<file path="config.mk">
export PLATFORM = sky130hd
export DESIGN_NAME = info_frame_stuffing_framer
export DESIGN_NICKNAME = d
export VERILOG_FILES = /design/src/hw/rtl/isf_pkg.sv /design/src/hw/rtl/info_frame_stuffing_framer.sv
export SDC_FILE = /design/constraint.sdc
export NUM_CORES = 1
export LEC_CHECK = 0
export ABC_AREA = 0
export BUFFER_PORTS_ARGS = -buffer_cell sky130_fd_sc_hd__buf_4
export CORE_MARGIN = 2
export CORE_UTILIZATION = 35
export CTS_BUF_LIST = sky130_fd_sc_hd__clkbuf_8
export DETAILED_ROUTE_END_ITERATION = 16
export PLACE_DENSITY = 0.52
export SLEW_MARGIN = 30
export SYNTH_ARGS = -nofsm -noshare
export SYNTH_HDL_FRONTEND = slang
export SYNTH_SLANG_ARGS = --single-unit
</file>
<file path="constraint.sdc">
create_clock -name clk -period 6.1 [get_ports clk]
set_input_delay 0.915 -clock clk [delete_from_list [all_inputs] [get_ports clk]]
set_output_delay 0.915 -clock clk [all_outputs]
set_load 0.005 [all_outputs]
</file>
<file path="src/hw/rtl/isf_pkg.sv">
// isf_pkg: types and constants used by the info frame stuffing framer.
// No dependencies.
package isf_pkg;

	localparam int unsigned NUM_SLOTS = 8;

	typedef logic [7:0] byte_t;
	typedef logic [$clog2(NUM_SLOTS)-1:0] slot_idx_t;
	typedef logic [NUM_SLOTS-1:0][7:0] slots_t;

	typedef enum logic [2:0] {
		REG_FLAG      = 3'd0,
		REG_ESCAPE    = 3'd1,
		REG_ADDRESS   = 3'd2,
		REG_CTRL_SEQ0 = 3'd3,
		REG_CTRL_SEQ1 = 3'd4
	} reg_idx_t;

	localparam byte_t STUFF_FOR_FLAG   = 8'h5E;
	localparam byte_t STUFF_FOR_ESCAPE = 8'h5D;

	localparam byte_t FLAG_RST    = 8'h7E;
	localparam byte_t ESCAPE_RST  = 8'h7D;
	localparam byte_t ADDRESS_RST = 8'h03;
	localparam byte_t CTRL0_RST   = 8'h00;
	localparam byte_t CTRL1_RST   = 8'h40;

	localparam slot_idx_t HDR_LEN = slot_idx_t'(4);

endpackage

</file>
<file path="src/hw/rtl/info_frame_stuffing_framer.sv">
// info_frame_stuffing_framer: builds stuffed information frames with an xor check.
// Depends on isf_pkg.
//
// Each accepted payload byte is expanded at once into its full list of output
// bytes (header when first, the payload byte or its stuffed pair, check and
// closing flag when last) and held in an expansion register; the list then
// drains through an output register at one byte per cycle while the output is
// not stalled. An item causes 1 or 2 beats in the body of a frame, up to 8 for a
// one-byte frame. The next item is taken in the cycle the previous item's
// final beat moves into the output register, so back-to-back items see no gap.
// The running check is updated when an item is taken. Configuration writes
// never stall (cfg_ready is tied high); indexes beyond the register list are
// ignored.
module info_frame_stuffing_framer (
	input  logic       clk,
	input  logic       arst_n,
	// payload channel
	input  logic       in_valid,
	output logic       in_ready,
	input  logic [7:0] data_byte,
	input  logic       first_byte,
	input  logic       last_byte,
	input  logic       sequence_bit,
	// result channel
	output logic       out_valid,
	input  logic       out_ready,
	output logic [7:0] out_byte,
	output logic       run_last,
	output logic       frame_end,
	// configuration channel
	input  logic       cfg_valid,
	output logic       cfg_ready,
	input  logic [2:0] cfg_index,
	input  logic [7:0] cfg_data
);

	isf_pkg::byte_t flag_q, escape_q, address_q, ctrl0_q, ctrl1_q;
	isf_pkg::byte_t check_q;

	// expansion register
	logic               valid_s1;
	isf_pkg::slots_t    slots_s1;
	isf_pkg::slot_idx_t last_idx_s1;
	logic               last_s1;
	isf_pkg::slot_idx_t idx_q;

	// expansion logic
	isf_pkg::slots_t    slots;
	isf_pkg::slot_idx_t base, after, last_idx;
	isf_pkg::byte_t     ctrl, pay0, pay1, check_run;
	logic               stuffed;

	logic in_accept, load_out, final_beat;

	assign cfg_ready = 1'b1;

	always_ff @(posedge clk or negedge arst_n) begin
		if (!arst_n) begin
			flag_q    <= isf_pkg::FLAG_RST;
			escape_q  <= isf_pkg::ESCAPE_RST;
			address_q <= isf_pkg::ADDRESS_RST;
			ctrl0_q   <= isf_pkg::CTRL0_RST;
			ctrl1_q   <= isf_pkg::CTRL1_RST;
		end else if (cfg_valid && cfg_ready) begin
			case (cfg_index)
				isf_pkg::REG_FLAG:      flag_q    <= cfg_data;
				isf_pkg::REG_ESCAPE:    escape_q  <= cfg_data;
				isf_pkg::REG_ADDRESS:   address_q <= cfg_data;
				isf_pkg::REG_CTRL_SEQ0: ctrl0_q   <= cfg_data;
				isf_pkg::REG_CTRL_SEQ1: ctrl1_q   <= cfg_data;
				default: ;
			endcase
		end
	end

	always_comb begin
		slots     = '0;
		stuffed   = 1'b0;
		pay1      = isf_pkg::STUFF_FOR_ESCAPE;
		ctrl      = sequence_bit ? ctrl1_q : ctrl0_q;
		// flag wins when flag and escape match
		if (data_byte == flag_q) begin
			stuffed = 1'b1;
			pay1    = isf_pkg::STUFF_FOR_FLAG;
		end else if (data_byte == escape_q) begin
			stuffed = 1'b1;
		end
		pay0 = stuffed ? escape_q : data_byte;
		check_run = (first_byte ? 8'h00 : check_q) ^ pay0 ^ (stuffed ? pay1 : 8'h00);

		if (first_byte) begin
			slots[0] = flag_q;
			slots[1] = address_q;
			slots[2] = ctrl;
			slots[3] = address_q ^ ctrl;
		end
		base = first_byte ? isf_pkg::HDR_LEN : '0;
		slots[base]                             = pay0;
		slots[base + isf_pkg::slot_idx_t'(1)]   = pay1;
		after = base + (stuffed ? isf_pkg::slot_idx_t'(2) : isf_pkg::slot_idx_t'(1));
		if (last_byte) begin
			slots[after]                          = check_run;
			slots[after + isf_pkg::slot_idx_t'(1)] = flag_q;
			last_idx = after + isf_pkg::slot_idx_t'(1);
		end else begin
			last_idx = after - isf_pkg::slot_idx_t'(1);
		end
	end

	assign load_out   = valid_s1 && (!out_valid || out_ready);
	assign final_beat = idx_q == last_idx_s1;
	assign in_ready   = !valid_s1 || (load_out && final_beat);
	assign in_accept  = in_valid && in_ready;

	always_ff @(posedge clk or negedge arst_n) begin
		if (!arst_n) begin
			check_q <= '0;
		end else if (in_accept) begin
			check_q <= last_byte ? 8'h00 : check_run;
		end
	end

	always_ff @(posedge clk or negedge arst_n) begin
		if (!arst_n) begin
			valid_s1 <= 1'b0;
			idx_q    <= '0;
		end else begin
			if (in_accept) begin
				valid_s1 <= 1'b1;
				idx_q    <= '0;
			end else if (load_out) begin
				if (final_beat) begin
					valid_s1 <= 1'b0;
				end
				idx_q <= idx_q + isf_pkg::slot_idx_t'(1);
			end
		end
	end

	always_ff @(posedge clk) begin
		if (in_accept) begin
			slots_s1    <= slots;
			last_idx_s1 <= last_idx;
			last_s1     <= last_byte;
		end
	end

	// output register
	always_ff @(posedge clk or negedge arst_n) begin
		if (!arst_n) begin
			out_valid <= 1'b0;
		end else if (load_out) begin
			out_valid <= 1'b1;
		end else if (out_ready) begin
			out_valid <= 1'b0;
		end
	end

	always_ff @(posedge clk) begin
		if (load_out) begin
			out_byte  <= slots_s1[idx_q];
			run_last  <= final_beat;
			frame_end <= final_beat && last_s1;
		end
	end

endmodule

</file>
### Yosys cells after proc, flatten, opt, wreduce, memory -nomap -nowiden

Index checks and enable logic that the tools add are counted.

* bits in registers: 131
* input bits: 27

* $add $sub $neg: 5
* bitwise logic cells: 3
* reductions and logical operators: 22
* mux-type cells: 34
* equality and inequality tests: 7
* magnitude comparators: 9

Operators by type and width (count)
* $bwmux 64: 4
* $demux 8 s3: 4
* $mux 8: 10
* $mux 64: 1
* $mux 32: 1
* $bmux 8 s3: 1
* $xor 8x8->8: 3
* $lt 3x4->1 const B: 5
* $eq 8x8->1: 2
* $ge 3x1->1 const B: 4
* $mux 3: 4
* $reduce_and 2->1: 6
* $add 3x1->3 const B: 3
* $logic_and 1x1->1: 8
* $mux 1: 7
* $eq 3x2->1 const B: 2
* $reduce_bool 2->1: 3
* $mux 2: 2
* $add 3x2->3: 1
* $eq 3x1->1 const B: 1
* $eq 3x3->1: 1
* $eq 3x3->1 const B: 1
* $logic_not 3->1: 1
* $sub 3x1->3 const B: 1
* 2 further kinds: 4

### Logic depth before layout (Yosys ltp)

Gate-level depths: netlist (run 1).

* word-level depth: 12
* gate-level depth with buffers: 10
* depth with buffers taken out: 7

### Least setup slack after synthesis (run 1)

No wires, ideal clock.

* kind: input to register
* start: input out_ready
* end: register check_q[2]
* arrival time: 2.626 ns
* slack: 3.409 ns
* stages on the path: 8
* setup time: 0.065 ns
* path buffers: 1
* cell sequence: nor2b_1 > o41ai_4 > nand2_4 > inv_4 > nand2b_4 > buf_6 > nor4b_2 > a211o_1

* word-level cells in the longest chain between the ends: 5

RTL lines
* start: declaration: RTL line info_frame_stuffing_framer.sv:26 `input logic out_ready,`
* $logic_or 1x1->1: RTL line info_frame_stuffing_framer.sv:110 `assign load_out = valid_s1 && (!out_valid || out_ready);`
* $logic_and 1x1->1: RTL line info_frame_stuffing_framer.sv:110
* $logic_and 1x1->1: RTL line info_frame_stuffing_framer.sv:112 `assign in_ready = !valid_s1 || (load_out && final_beat);`
* $logic_or 1x1->1: RTL line info_frame_stuffing_framer.sv:112
* via in_ready: RTL line info_frame_stuffing_framer.sv:19 `output logic in_ready,`
* $logic_and 1x1->1: RTL line info_frame_stuffing_framer.sv:113 `assign in_accept = in_valid && in_ready;`
* via in_accept: RTL line info_frame_stuffing_framer.sv:53 `logic in_accept, load_out, final_beat;`
* end signal: assignment: RTL line info_frame_stuffing_framer.sv:119 `check_q <= last_byte ? 8'h00 : check_run;`
* end: declaration: RTL line info_frame_stuffing_framer.sv:38 `isf_pkg::byte_t check_q;`

The timed path passes the listed nets, and every way through them passes these cells.
A chain may end at the register's enable or synchronous reset.

### Worst setup path after layout (run 1)

* start: register idx_q[1]
* end: register check_q[3]

* word-level cells in the longest chain between the ends: 4

RTL lines
* start: declaration: RTL line info_frame_stuffing_framer.sv:45 `isf_pkg::slot_idx_t idx_q;`
* start signal: assignment: RTL line info_frame_stuffing_framer.sv:135 `idx_q <= idx_q + isf_pkg::slot_idx_t'(1);`
* $eq 3x3->1: RTL line info_frame_stuffing_framer.sv:111 `assign final_beat = idx_q == last_idx_s1;`
* $logic_and 1x1->1: RTL line info_frame_stuffing_framer.sv:112
* $logic_or 1x1->1: RTL line info_frame_stuffing_framer.sv:112
* $logic_and 1x1->1: RTL line info_frame_stuffing_framer.sv:113
* via in_accept: RTL line info_frame_stuffing_framer.sv:53

The timed path passes the listed nets, and every way through them passes these cells.

==> results of run 1 <==
registers in the layout (all words and copies together) (netlist names), 3 cells and up:
signal / cells
escape_q: 8
ctrl1_q: 8
out_byte: 8
check_q: 8
last_idx_s1: 3
flag_q: 8
ctrl0_q: 8
slots_s1: 64
address_q: 8
idx_q: 3
routing by layer:
layer,vias to the layer above,GRT usage,part of all wire
met3,16,0.0314,0.048
met5,-,0,0
met1,2223,0.225,0.46
met2,141,0.256,0.47
li1,2136,-,-
met4,0,0.0569,0.016
stage by stage:
step,util,hold WS [ns]
after global placement,0.377,0.462
after floorplan,-,0.452
after global routing,0.399,0.504
after CTS,0.399,0.491
after detailed placement,0.377,0.473
final,0.399,0.486
worst max-delay path, cell delays in order (launching register included):
cell      delay, ns
dfrtp_1        0.95
xor2_2         0.21
o41ai_4        0.48
nand2_4        0.20
inv_4          0.69
nand2b_4       0.23
nor4b_2        0.29
a211o_1        0.15
kinds of logic after synthesis:
logic type,share of synthesized area
and+or+nand+nor,0.120
xor gates and xnor gates,0.0587
AOI/OAI and AO/OA,0.0909
muxes,0.156
other,0.000538
adders and majority gates,0.00180
DFF,0.529
buffers and inverters,0.0429
power by group through the flow:
stage / sequential (uW) / clock [uW] / combinational, uW
2_1_floorplan: 1290 / 0 / 643
3_5_place_dp: 1390 / 0 / 794
5_1_grt: 1390 / 859 / 871
6_report: 1370 / 796 / 788
3_3_place_gp: 1380 / 0 / 778
4_1_cts: 1370 / 819 / 799
path summary, 6_finish.rpt:
path	start	endpoint	slack [ns]	cells after the start
min in group asynchronous	arst_n	ctrl0_q[1]	0.52	1
setup / recovery	idx_q[1]	check_q[3]	2.81	7
hold reg to reg	ctrl1_q[7]	ctrl1_q[7]	0.49	1
setup reg to reg	idx_q[1]	check_q[3]	2.81	7
hold / removal	ctrl1_q[7]	ctrl1_q[7]	0.49	1
max in group asynchronous	arst_n	check_q[3]	5.10	1
cell type report:
type	count	area share
timing repair buffer	41	0.0395
tap	265	0.0426
clock inverter	13	0.0212
clock buffer	19	0.0336
inverter	13	0.00691
multi-input combinational	386	0.383
sequential	131	0.473
cell usage after synthesis (6+ instances only):
library cell and n:
dfrtp_1 38, o21ai_1 20, o22ai_1 6, mux4_2 12, nand3_1 14, a21oi_1 23
xnor2_1 20, nand2_1 50, mux2i_1 18, clkbuf_1 22, inv_1 10, o21ai_0 9
dfstp_2 15, buf_2 16, mux2_2 37, xor2_1 23, edfxtp_1 78, nor2_1 35
nor2b_1 6, o21a_1 7, mux2_1 10, nand2b_1 8, nor3_1 17
cell usage in the layout (no fill, tap or decap), types with 3 or more instances in the layout:
cell type / n
edfxtp_1: 78
nand2_1: 50
buf_4: 41
dfrtp_1: 38
mux2_2: 37
nor2_1: 35
xor2_1: 23
a21oi_1: 23
xnor2_1: 20
o21ai_1: 20
clkbuf_8: 19
mux2i_1: 18
nor3_1: 17
dfstp_2: 15
nand3_1: 14
inv_1: 13
mux4_2: 12
mux2_1: 10
o21ai_0: 9
nand2b_1: 8
o21a_1: 7
o22ai_1: 6
nor2b_1: 6
nand4_1: 5
and3_1: 5
and2_1: 4
nand3b_1: 4
a2bb2oi_1: 4
mux4_1: 4
o41ai_1: 4
a211o_1: 4
bufinv_16: 4
clkinv_2: 4
inv_4: 3
o311ai_1: 3
==> flow_metrics.py, run 1 <==
metrics = {
    "status": {
        "status": "complete, no violations",
    },
    "power_and_ir_drop": {
        "ir_drop_v": 0.000167,
        "power_switching_uw": 894,
        "p_total_uw": 2950,
        "switching_share": 0.303,
        "p_int_uw": 2060,
        "power.share.clock": 0.270,
        "power.density_nw_per_um2": 379,
        "total_leakage_power_uw": 0.00292,
        "p_comb_frac": 0.267,
        "seq_power_share": 0.463,
    },
    "route": {
        "drt_wl_total_mm": 16.3,
        "drc": 0,
        "antenna_left": 0,
        "viasPerCell": 5.20,
        "vias": 4516,
        "wl_per_cell_um": 18.8,
        "drt_pass1_iterations": 5,
        "drtIter0Drc": 410,
    },
    "die": {
        "coreArea_sq_um": 19500,
        "die_area_sq_um": 21100,
        "ios": 40,
        "die_h_um": 145,
        "start_util": 0.357,
        "fp.dieW_um": 145,
        "core.rowCount": 51,
    },
    "placement": {
        "place_area_sq_um": 7360,
        "dpl.hpwl_mm": 11.3,
        "io_buffers": 38,
        "place_ws_ns": 2.57,
        "gp_congestion": 0.902,
        "place_inst": 836,
    },
    "critical_path": {
        "cp-end-kind": "flip-flop",
        "start_kind": "flip-flop",
        "path_max_fanout": 73,
        "crit_type": "flip-flop to flip-flop",
        "cp.required_ns": 6.48,
        "arrival_ns": 3.66,
    },
    "layout": {
        "diodes": 0,
        "multi_input_area_sq_um": 2980,
        "fill_cells": 1912,
        "seq_area_sq_um": 3690,
        "fin_area_sq_um": 7790,
        "areaGrowthSynthToFinish_pct": 11.8,
        "stdcell_count": 868,
        "drive_gt1_frac": 0.252,
        "nets": 618,
    },
    "synthesis": {
        "netlist_area_sq_um": 6970,
        "synth_top_area_share": 0.336,
        "yosys-top-cells-area": "edfxtp_1, dfrtp_1, mux2_2, dfstp_2, mux4_2",
        "synthCells": 577,
        "syn_avg_cell_area_sq_um": 12.1,
        "yosysUniqueCellTypes": 60,
        "synthArstFlopShare": 0.405,
        "synth_nets": 605,
        "synth_edf_count": 78,
        "synth_top_area_cell": "edfxtp_1",
        "ys.flop_type": "edfxtp_1",
        "ys_ff_latch": 131,
        "synth_seq_area_share": 0.529,
        "yosys_warnings": 0,
    },
    "hold_path": {
        "hold_class": "flip-flop to flip-flop",
    },
    "clock_network": {
        "clk_pin_slew_worst_paths_ns": 0.08,
        "cts-buffers-inserted": 17,
        "hold_buffers": 0,
        "htreeDepth": 4,
        "cts_tree": "done",
        "cts_setup_buffers": 0,
        "cts_buffer_depth": 2,
        "worstSkewPairLatency_ns": 0.44,
        "cts-root-buf": "clkbuf_8",
        "clock-sinks": 131,
        "ctsResizeCount": 0,
    },
    "sta": {
        "relSlewSlack": 0.387,
        "period_needed_ns": 3.29,
        "rsz0062_at_grt": "no",
        "finalSetupViolations": 0,
        "setup-tns-final_ns": 0,
        "setup_ws_ns": 2.81,
        "finalHoldViolCount": 0,
        "min_period_over_period": 0.539,
        "worst_pin_slew_ns": 0.919,
        "max_freq_mhz": 304,
        "finClkSkew_ns": 0.00970,
        "drv_slew": 0,
    },
    "grt": {
        "grt_pass1_vias": 4680,
        "antenna_found_initial": 0,
        "gr-total-overflow": 0,
        "grt_max_degree": 74,
        "grt_first_pass_wirelength_mm": 26.4,
        "grtUsageTotal": 0.162,
    },
    "run": {
        "maxCapViolCount": 0,
    },
}
Power figures use the tool's default switching activity.
==> inputs of run 2 (changes only) <==
==> constraint.sdc (replaced) <==
create_clock -name clk -period 3.14 [get_ports clk]
set_input_delay 0.471 -clock clk [delete_from_list [all_inputs] [get_ports clk]]
set_output_delay 0.471 -clock clk [all_outputs]
set_load 0.005 [all_outputs]
==> run 2 against run 1 <==
Effect of this change:
- core utilization increased by 0.54 points
- power is 98% higher
- count of clock-buffer cells in the layout is the same
- routed wire length grew 2.2%
- non-clock buffer count grew 9
- hold slack worse by 0.42 ns
- sequential power up 89%
- clock power up 100%
- global-route usage is 0.18 points higher
- clock skew rose by 0.0021 ns
- first-iteration DRC count shrank 7.6%
- register-to-register slack got worse by 2.1 ns
- critical endpoint is now slots_s1[47]
- largest cell class unchanged
- largest power group unchanged
- highest routed layer unchanged
==> flow_metrics.py, run 2 (same netlist as run 1, synthesis figures left out) <==
metrics = {
    "clock_network": {
        "ctsResizeCount": 0,
        "clock-sinks": 131,
        "cts_tree": "done",
        "cts-root-buf": "clkbuf_8",
        "hold_buffers": 0,
        "cts_setup_buffers": 0,
        "cts_buffer_depth": 2,
        "worstSkewPairLatency_ns": 0.45,
        "clk_pin_slew_worst_paths_ns": 0.08,
        "htreeDepth": 4,
        "cts-buffers-inserted": 17,
    },
    "grt": {
        "grt_first_pass_wirelength_mm": 26.6,
        "grt_pass1_vias": 4658,
        "grt_max_degree": 54,
        "gr-total-overflow": 0,
        "antenna_found_initial": 0,
        "grtUsageTotal": 0.164,
    },
    "critical_path": {
        "reg2reg_from": "escape_q[4]",
        "path_max_fanout": 13,
        "slowest_delay_ns": 0.63,
        "crit_buf_inv": 0,
        "cpMaxStageDelayCell": "dfstp_2",
        "critPathMostFrequentCell": "and3_1",
        "crit_type": "flip-flop to flip-flop",
        "cp-end-kind": "flip-flop",
        "regToRegEndpoint": "slots_s1[47]",
        "cp.required_ns": 3.35,
        "start_kind": "flip-flop",
        "worstRegToRegCells": 5,
        "path_cells": "xnor2_1 > and4_1 > nand2_1 > and3_1 > and3_1",
        "crit_family": "simple AND/OR/NAND/NOR gates",
        "arrival_ns": 2.62,
        "rrSetupSlack_ns": 0.73,
    },
    "layout": {
        "nets": 627,
        "largest_reg_flops": 64,
        "areaGrowthSynthToFinish_pct": 13.3,
        "regMostFlops": "slots_s1",
        "final_common_cell": "edfxtp_1",
        "diodes": 0,
        "drive_gt1_frac": 0.261,
        "final_cell_mix": "edfxtp_1, nand2_1, buf_4",
    },
    "die": {
        "ios": 40,
        "start_util": 0.357,
        "fp.dieW_um": 145,
        "coreArea_sq_um": 19500,
        "die_area_sq_um": 21100,
        "die_h_um": 145,
        "core.rowCount": 51,
    },
    "status": {
        "status": "complete, no violations",
    },
    "sta": {
        "min_period_over_period": 0.767,
        "setup-tns-final_ns": 0,
        "finalSetupViolations": 0,
        "worst_pin_slew_ns": 0.781,
        "relSlewSlack": 0.478,
        "setup_ws_ns": 0.733,
        "drv_slew": 0,
        "max_freq_mhz": 415,
        "period_needed_ns": 2.41,
        "rsz0062_at_grt": "no",
        "finClkSkew_ns": 0.0118,
        "finalHoldViolCount": 0,
    },
    "route": {
        "drt_pass1_iterations": 5,
        "viasPerCell": 5.29,
        "antenna_left": 0,
        "drc": 0,
        "drtIter0Drc": 379,
        "wl_per_cell_um": 19.0,
        "vias": 4637,
        "drt_wl_total_mm": 16.7,
    },
    "placement": {
        "io_buffers": 38,
        "gp_congestion": 0.857,
        "place_ws_ns": 0.693,
        "dpl.hpwl_mm": 11.6,
    },
    "run": {
        "maxCapViolCount": 0,
    },
    "hold_path": {
        "hold_class": "input port to asynchronous set/reset pin",
    },
    "power_and_ir_drop": {
        "ir_drop_v": 0.000261,
        "total_leakage_power_uw": 0.00298,
        "power.density_nw_per_um2": 741,
    },
}
run 2: worst max-delay path by stage:
stage | from | slack [ns] | endpoint | depth (start not counted)
2_1_floorplan | idx_q[1] | 0.73 | check_q[2] | 9
3_3_place_gp | data_byte[3] | 0.70 | slots_s1[45] | 6
3_5_place_dp | data_byte[3] | 0.69 | slots_s1[47] | 6
4_1_cts | escape_q[4] | 0.76 | slots_s1[47] | 5
5_1_grt | escape_q[4] | 0.60 | slots_s1[47] | 5
6_report | escape_q[4] | 0.73 | slots_s1[47] | 5
run 2: final cells by class:
| cell class | instances | area (sq um) |
|---|---|---|
| Fill cell | 1898 | 11600 |
| Sequential cell | 131 | 3690 |
| Multi-Input combinational cell | 386 | 2980 |
| Timing Repair Buffer | 50 | 388 |
| Tap cell | 265 | 332 |
| Clock buffer | 19 | 262 |
| Clock inverter | 13 | 191 |
| Inverter | 13 | 53.8 |
run 2: through the flow:
stage	instance area, sq um	util	instances	hold WS (ns)	total power [uW]
floorplan	6970	-	577	0.175	3750
global placement	7440	0.381	845	0.462	4220
detailed placement	7440	0.381	845	0.468	4270
CTS	7900	0.404	877	0.0721	5920
global route	7900	0.404	877	0.0980	6190
finish	7900	0.404	877	0.0696	5850
run 2: layer usage:
| layer | wire length, um | global-route usage | up-vias | part of all wire |
|---|---|---|---|---|
| li1 | - | - | 2145 | - |
| met1 | 7770 | 0.230 | 2326 | 0.47 |
| met2 | 7880 | 0.255 | 152 | 0.47 |
| met3 | 851 | 0.0403 | 14 | 0.051 |
| met4 | 174 | 0.0480 | 0 | 0.010 |
| met5 | 0 | 0 | - | 0 |
run 2: report_power, final:
group,internal [uW],total [uW],switching (uW)
combinational,819,1630,814
sequential,2310,2590,282
clock,974,1630,656
total,4100,5850,1750
